$ cat config.mk
export PLATFORM = sky130hd
export DESIGN_NAME = hue_key_desaturate_unit
export DESIGN_NICKNAME = d
export VERILOG_FILES = /design/src/sv/hkd_pkg.sv /design/src/sv/hkd_analyze.sv /design/src/sv/hkd_key.sv /design/src/sv/hue_key_desaturate_unit.sv
export SDC_FILE = /design/constraint.sdc
export NUM_CORES = 1
export LEC_CHECK = 0
export CAP_MARGIN = 10
export CORE_ASPECT_RATIO = 0.8
export CORE_UTILIZATION = 61
export DETAILED_ROUTE_END_ITERATION = 10
export DONT_BUFFER_PORTS = 1
export GPL_TIMING_DRIVEN = 1
export PLACE_DENSITY = 0.8
export SLEW_MARGIN = 10
export SYNTH_ARGS = -nofsm -noshare
export SYNTH_HDL_FRONTEND = slang
export SYNTH_SLANG_ARGS = --single-unit
$ cat constraint.sdc
create_clock -name clk -period 6.5 [get_ports clk]
set_input_delay 1.95 -clock clk [delete_from_list [all_inputs] [get_ports clk]]
set_output_delay 1.95 -clock clk [all_outputs]
set_load 0.1 [all_outputs]
$ cat src/sv/hkd_pkg.sv
package hkd_pkg;

	// field widths
	localparam int unsigned CH_W      = 8;
	localparam int unsigned HUE_W     = 9;
	localparam int unsigned CFG_IDX_W = 2;
	// scaled hue is below 360*255, the range products below 2^17
	localparam int unsigned SCALED_W  = 17;
	localparam int unsigned PROD_W    = HUE_W + CH_W;
	// signed working width for the sector sums
	localparam int unsigned SUM_W     = SCALED_W + 1;

	// sector offsets in degrees
	localparam logic signed [SUM_W-1:0] DEG_60  = SUM_W'(60);
	localparam logic signed [SUM_W-1:0] DEG_120 = SUM_W'(120);
	localparam logic signed [SUM_W-1:0] DEG_240 = SUM_W'(240);
	localparam logic signed [SUM_W-1:0] DEG_360 = SUM_W'(360);

	// register reset values
	localparam logic [HUE_W-1:0] HUE_LOW_RST  = HUE_W'(0);
	localparam logic [HUE_W-1:0] HUE_HIGH_RST = HUE_W'(360);

	// register indexes
	typedef enum logic [CFG_IDX_W-1:0] {
		REG_HUE_LOW  = 2'd0,
		REG_HUE_HIGH = 2'd1
	} reg_idx_t;

	typedef struct packed {
		logic [CH_W-1:0] red_in;
		logic [CH_W-1:0] green_in;
		logic [CH_W-1:0] blue_in;
		logic            frame_end_in;
	} pixel_t;

	typedef struct packed {
		logic [CH_W-1:0] red_out;
		logic [CH_W-1:0] green_out;
		logic [CH_W-1:0] blue_out;
		logic            frame_end_out;
	} result_t;

	// hue analysis handed from the first stage to the key stage
	typedef struct packed {
		logic [CH_W-1:0]     mx;
		logic [CH_W-1:0]     chroma;
		logic [SCALED_W-1:0] scaled;
	} hue_info_t;

endpackage

$ cat src/sv/hkd_analyze.sv
module hkd_analyze (
	input  logic                clk,
	input  logic                arst_n,
	input  logic                pixel_valid,
	output logic                pixel_ready,
	input  hkd_pkg::pixel_t     pixel,
	output logic                valid_s1,
	input  logic                ready_s1,
	output hkd_pkg::pixel_t     pixel_s1,
	output hkd_pkg::hue_info_t  info_s1
);

	logic [hkd_pkg::CH_W-1:0] r, g, b, mx, mn;
	logic signed [hkd_pkg::CH_W:0] d_gb, d_br, d_rg;
	logic signed [hkd_pkg::SUM_W-1:0] c_w, sum;
	hkd_pkg::hue_info_t info;

	assign r = pixel.red_in;
	assign g = pixel.green_in;
	assign b = pixel.blue_in;

	// brightest and darkest channel
	always_comb begin
		mx = (r > g) ? r : g;
		if (b > mx) mx = b;
		mn = (r < g) ? r : g;
		if (b < mn) mn = b;
	end

	assign d_gb = $signed({1'b0, g}) - $signed({1'b0, b});
	assign d_br = $signed({1'b0, b}) - $signed({1'b0, r});
	assign d_rg = $signed({1'b0, r}) - $signed({1'b0, g});
	assign c_w  = $signed(hkd_pkg::SUM_W'(mx - mn));

	// hue times chroma per sector, red wins ties, then green
	always_comb begin
		if (r == mx) begin
			sum = hkd_pkg::DEG_60 * hkd_pkg::SUM_W'(d_gb);
			if (sum < 0) sum = sum + hkd_pkg::DEG_360 * c_w;
		end else if (g == mx) begin
			sum = hkd_pkg::DEG_120 * c_w + hkd_pkg::DEG_60 * hkd_pkg::SUM_W'(d_br);
		end else begin
			sum = hkd_pkg::DEG_240 * c_w + hkd_pkg::DEG_60 * hkd_pkg::SUM_W'(d_rg);
		end
	end

	always_comb begin
		info.mx     = mx;
		info.chroma = mx - mn;
		info.scaled = sum[hkd_pkg::SCALED_W-1:0];
	end

	assign pixel_ready = !valid_s1 || ready_s1;

	// stage valid
	always_ff @(posedge clk or negedge arst_n) begin
		if (!arst_n) begin
			valid_s1 <= 1'b0;
		end else if (pixel_ready) begin
			valid_s1 <= pixel_valid;
		end
	end

	// stage payload
	always_ff @(posedge clk) begin
		if (pixel_ready && pixel_valid) begin
			pixel_s1 <= pixel;
			info_s1  <= info;
		end
	end

endmodule

$ cat src/sv/hkd_key.sv
module hkd_key (
	input  logic                      clk,
	input  logic                      arst_n,
	input  logic [hkd_pkg::HUE_W-1:0] hue_low,
	input  logic [hkd_pkg::HUE_W-1:0] hue_high,
	input  logic                      valid_s1,
	output logic                      ready_s1,
	input  hkd_pkg::pixel_t           pixel_s1,
	input  hkd_pkg::hue_info_t        info_s1,
	output logic                      valid_s2,
	input  logic                      ready_s2,
	output hkd_pkg::result_t          result_s2
);

	logic [hkd_pkg::PROD_W-1:0] low_c, high_c;
	logic                       keep;
	hkd_pkg::result_t           res;

	// range bounds scaled by chroma
	assign low_c  = hkd_pkg::PROD_W'(hue_low)  * hkd_pkg::PROD_W'(info_s1.chroma);
	assign high_c = hkd_pkg::PROD_W'(hue_high) * hkd_pkg::PROD_W'(info_s1.chroma);

	// gray pixels and in-range hues keep their color
	assign keep = (info_s1.chroma == '0) ||
	              ((hkd_pkg::PROD_W'(info_s1.scaled) >= low_c) &&
	               (hkd_pkg::PROD_W'(info_s1.scaled) <= high_c));

	always_comb begin
		res.red_out       = keep ? pixel_s1.red_in   : info_s1.mx;
		res.green_out     = keep ? pixel_s1.green_in : info_s1.mx;
		res.blue_out      = keep ? pixel_s1.blue_in  : info_s1.mx;
		res.frame_end_out = pixel_s1.frame_end_in;
	end

	assign ready_s1 = !valid_s2 || ready_s2;

	// output valid
	always_ff @(posedge clk or negedge arst_n) begin
		if (!arst_n) begin
			valid_s2 <= 1'b0;
		end else if (ready_s1) begin
			valid_s2 <= valid_s1;
		end
	end

	// output payload
	always_ff @(posedge clk) begin
		if (ready_s1 && valid_s1) begin
			result_s2 <= res;
		end
	end

endmodule

$ cat src/sv/hue_key_desaturate_unit.sv
// Hue-keyed desaturation: each pixel's HSV hue is tested exactly against
// [hue_low, hue_high] degrees by cross-multiplying with chroma, so no divider
// is involved. Pixels in range, and gray or black pixels, pass unchanged;
// all others become gray at their brightest channel. frame_end is copied.
// The block takes one pixel beat per clock while the result side is ready. It
// registers the max/min and sector sum, then the outcome of the two range
// multiplies and compares. Back-pressure on the result side
// stalls both stages. Write hue_low (index 0) and hue_high (index 1) only
// while no pixels are in flight; other indexes are ignored.
module hue_key_desaturate_unit (
	input  logic                          clk,
	input  logic                          arst_n,
	input  logic                          cfg_we,
	input  logic [hkd_pkg::CFG_IDX_W-1:0] cfg_index,
	input  logic [hkd_pkg::HUE_W-1:0]     cfg_data,
	input  logic                          pixel_valid,
	output logic                          pixel_ready,
	input  hkd_pkg::pixel_t               pixel,
	output logic                          result_valid,
	input  logic                          result_ready,
	output hkd_pkg::result_t              result
);

	logic [hkd_pkg::HUE_W-1:0] hue_low_q, hue_high_q;
	logic                      valid_s1, ready_s1;
	hkd_pkg::pixel_t           pixel_s1;
	hkd_pkg::hue_info_t        info_s1;

	// configuration registers
	always_ff @(posedge clk or negedge arst_n) begin
		if (!arst_n) begin
			hue_low_q  <= hkd_pkg::HUE_LOW_RST;
			hue_high_q <= hkd_pkg::HUE_HIGH_RST;
		end else if (cfg_we) begin
			if (cfg_index == hkd_pkg::REG_HUE_LOW)  hue_low_q  <= cfg_data;
			if (cfg_index == hkd_pkg::REG_HUE_HIGH) hue_high_q <= cfg_data;
		end
	end

	hkd_analyze u_analyze (
		.clk         (clk),
		.arst_n      (arst_n),
		.pixel_valid (pixel_valid),
		.pixel_ready (pixel_ready),
		.pixel       (pixel),
		.valid_s1    (valid_s1),
		.ready_s1    (ready_s1),
		.pixel_s1    (pixel_s1),
		.info_s1     (info_s1)
	);

	hkd_key u_key (
		.clk       (clk),
		.arst_n    (arst_n),
		.hue_low   (hue_low_q),
		.hue_high  (hue_high_q),
		.valid_s1  (valid_s1),
		.ready_s1  (ready_s1),
		.pixel_s1  (pixel_s1),
		.info_s1   (info_s1),
		.valid_s2  (result_valid),
		.ready_s2  (result_ready),
		.result_s2 (result)
	);

endmodule

==> Implementation_results.wiki <==
{| class="wikitable"
! Metric !! Value
|-
| Status || finished with violations
|-
| Failing checks || setup timing
|-
| Yosys top cell by area || sky130_fd_sc_hd__ha_1
|-
| Final count of hold timing violations || 0
|-
| Count of vias placed by the detailed router || 18030
|-
| Capturing point of the worst reg2reg path || u_key.result_s2[21]$_DFFE_PP_
|-
| Number of warnings printed during yosys synthesis || 0
|-
| Post-synth top area share || 21.10%
|-
| Count of fill cells added during filler insertion || 1242
|-
| Detailed-route vias per instance || 6.405
|-
| Most frequent cells in the layout || 464 x sky130_fd_sc_hd__buf_4, 303 x sky130_fd_sc_hd__inv_1, 250 x sky130_fd_sc_hd__ha_1
|-
| Total gr overflow || 0
|-
| Syn Inst Count || 1942
|-
| Nets in the synthesized netlist || 2437
|-
| Met1 global-route usage || 50.09%
|-
| Worst path slowest cell || sky130_fd_sc_hd__fa_1
|-
| Fraction of the core area covered by cells at the end of the flow || 86.53%
|-
| Floorplan die area || 0.03005 mm²
|-
| RSZ-0062 raised after global routing || true
|-
| Most instantiated flip-flop cell in the synthesis netlist || sky130_fd_sc_hd__edfxtp_1
|-
| Type of the worst setup path || input pin to register
|-
| Arrival time at the worst endpoint || 11350 ps
|-
| Initial standard-cell utilization of the core || 62.71%
|-
| Sort of element at the start of the critical path || input pin
|-
| Most common library cell in the layout ignoring fill and taps || sky130_fd_sc_hd__buf_4
|-
| Leading post-synthesis cells by cell area || sky130_fd_sc_hd__ha_1 21%, sky130_fd_sc_hd__fa_1 17%, sky130_fd_sc_hd__edfxtp_1 14%
|-
| Pin count of the biggest net entering global routing || 57
|-
| Data required time at the worst endpoint || 6640 ps
|-
| Worst setup margin || -4713 ps
|-
| Clock Tree Buf Depth || 2
|-
| Fraction of final layout cells sized beyond drive strength 1 || 36.64%
|-
| Category of the worst setup path capture point || register
|-
| Setup slack, reg-to-reg || -690 ps
|-
| GP Congestion || 0.9715
|-
| Critical Path Fanout Max || 6
|-
| # H-tree levels || 3
|-
| Worst Hold Path Cells || 0
|-
| Share of flip-flops with an asynchronous set or reset after synthesis || 19.80%
|-
| Final setup skew || 20.82 ps
|-
| Post-synth EDFFs || 81
|-
| Antenna violations before repair || 2
|-
| Max Cap Viol || 0
|-
| Multi-input logic area || 0.01548 mm²
|-
| Post-detailed-placement half-perimeter wirelength || 41.74 mm
|-
| Clock tree from TritonCTS || built
|-
| Launch instance of the worst register-to-register path || u_analyze.info_s1[21]$_DFFE_PP_
|-
| Height of the die || 155.3 µm
|-
| Number of buffers inserted during clock tree synthesis || 9
|-
| Global-route usage over all layers || 39.14%
|-
| Wire length of the first global-routing pass || 91.59 mm
|-
| Length of the first detailed-routing pass in iterations || 6
|-
| Sequential cell area || 0.002940 mm²
|-
| CTS Hold Bufs || 0
|-
| Layout Area Growth over Synthesis || 37.99%
|-
| Rel. slew slack || 21.65%
|-
| Post-Synthesis Cell Area || 0.01791 mm²
|-
| Delay of the slowest cell on the worst path || 520 ps
|-
| Horizontal extent of the die || 193.6 µm
|-
| Sequential cell area fraction in the yosys report || 16.40%
|-
| Number of rows created at floorplan || 55
|-
| Most congested layer reported by global routing || met2
|-
| Synth Register Bits || 101
|-
| Min Tclk post-route || 11210 ps
|-
| Number of buffers inserted by port buffering || 0
|-
| Post-route cell area || 0.02471 mm²
|-
| Post-placement setup slack || -4557 ps
|-
| Remaining antenna violation count || 0
|-
| Post-Route WL || 70.84 mm
|-
| GRT met3 Usage || 10.12%
|-
| Count of endpoints failing setup in the final report || 43
|-
| GR Layer Usage met2 || 63.59%
|-
| NumNets Final || 2933
|-
| Number of cells traversed by the worst register-to-register path || 34
|-
| Clock-pin slew reported for the worst setup and hold paths after clock tree synthesis || 100 ps
|-
| Count of cell types in the netlist || 78
|-
| Initial DRC Count || 2142
|-
| Highest attainable clock frequency || 89.18 MHz
|-
| Clock sink count || 101
|-
| Post-Syn Area per Cell || 9.222 µm²
|-
| Source of the worst hold timing path || u_analyze.pixel_s1[0]$_DFFE_PP_
|-
| Endpoint of the worst hold-timing path || u_key.result_s2[0]$_DFFE_PP_
|-
| Average routed wire per standard cell || 25.16 µm
|-
| Period utilization || 172.5%
|-
| Count of pins on the block boundary || 68
|-
| Core area || 0.02856 mm²
|-
| Insertion delay to the later sink of the worst-skew pair || 390 ps
|-
| Clk Tree Root Cell || sky130_fd_sc_hd__clkbuf_16
|-
| Final Max Tran Viols || 0
|-
| Hold WC Path Type || register to register
|-
| Slew at the pin closest to its max-slew limit || 1175 ps
|-
| Cell area reported after detailed placement || 0.02196 mm²
|-
| Via count of the first global-routing pass || 17490
|-
| DR DRC count || 0
|}
## cell usage after synthesis (all sizes together) (16+ instances only)
cell type	count
mux2i	21
o21bai	27
xor2	46
clkbuf	32
nor3	17
nor2	80
o21ai	73
and2	89
nand2	133
nor2b	21
xnor2	124
nand2b	23
a21o	44
edfxtp	81
fa	152
dfrtp	16
inv	341
a21oi	120
mux2	46
ha	302
o21a	19
## final cells by class
class                      count  share of cell area, %
antenna                        2                0.02025
clock buffer                   9                 0.9114
clock inverter                 7                 0.3291
inverter                     341                  5.240
multi-input combinational   1466                  62.64
sequential                   101                  11.90
tap                          370                  1.873
timing repair buffer         519                  17.08
## through the flow
| stage | cells | hold WS, ps | TNS [ps] |
|---|---|---|---|
| after CTS | 2783 | 441.9 | -39930 |
| after global routing | 2813 | 453.1 | -65180 |
| after floorplan | 1942 | 400.3 | -38350 |
| after global placement | 2709 | 417.4 | -46600 |
| final | 2815 | 445.4 | -61550 |
| after detailed placement | 2709 | 407.7 | -55750 |
## routing by layer
metal  vias to the layer above  part of all wire (%)
met5                         -                 0.016
met4                         2                   8.2
met3                       557                    12
met2                      1468                    44
met1                      8539                    36
li1                       7465                     -
## registers in the layout, summed over array words and instances, names as in the netlist
register and cells:
u_analyze.valid_s1 1, hue_low_q 9, u_analyze.pixel_s1 25, u_analyze.info_s1 31, u_key.valid_s2 1, u_key.result_s2 25, hue_high_q 9
## worst max-delay path, delay by kind of cell
family	cells	cell delay (ps)
xor+xnor	3	610
fa+ha+maj	10	3300
compound gates	19	3470
buf+inv	8	710
simple gates	8	1310
## how the worst max path moves through the flow
stage                   start                              end  slack, ps  cells past startpoint
finish              pixel[11]  u_analyze.info_s1[16]$_DFFE_PP_      -4710                     48
floorplan           pixel[10]  u_analyze.info_s1[16]$_DFFE_PP_      -4360                     46
global placement    pixel[11]  u_analyze.info_s1[16]$_DFFE_PP_      -4280                     41
global route        pixel[15]  u_analyze.info_s1[16]$_DFFE_PP_      -4930                     48
detailed placement  pixel[15]  u_analyze.info_s1[16]$_DFFE_PP_      -4560                     48
CTS                 pixel[10]  u_analyze.info_s1[16]$_DFFE_PP_      -3750                     47
## kinds of logic after synthesis
kind of cell,Yosys count,synth area share (%)
buf+inv,376,7.895
simple gates,410,11.58
xor+xnor,172,8.566
mux,67,4.136
fa+ha+maj,455,38.15
flops,101,16.40
compound gates,361,13.27
## timing repair
| item | in CTS | in global routing |
|---|---|---|
| gates cloned | 5 | 1 |
| gates resized for setup | 193 | 173 |
| setup endpoints to repair | 41 | 42 |
| pin swaps | 126 | 134 |
| buffers inserted | 53 | 46 |
Power is left out: the tool's default activity adds up to more than one toggle a clock period on the data nets, which glitch-free logic cannot reach.
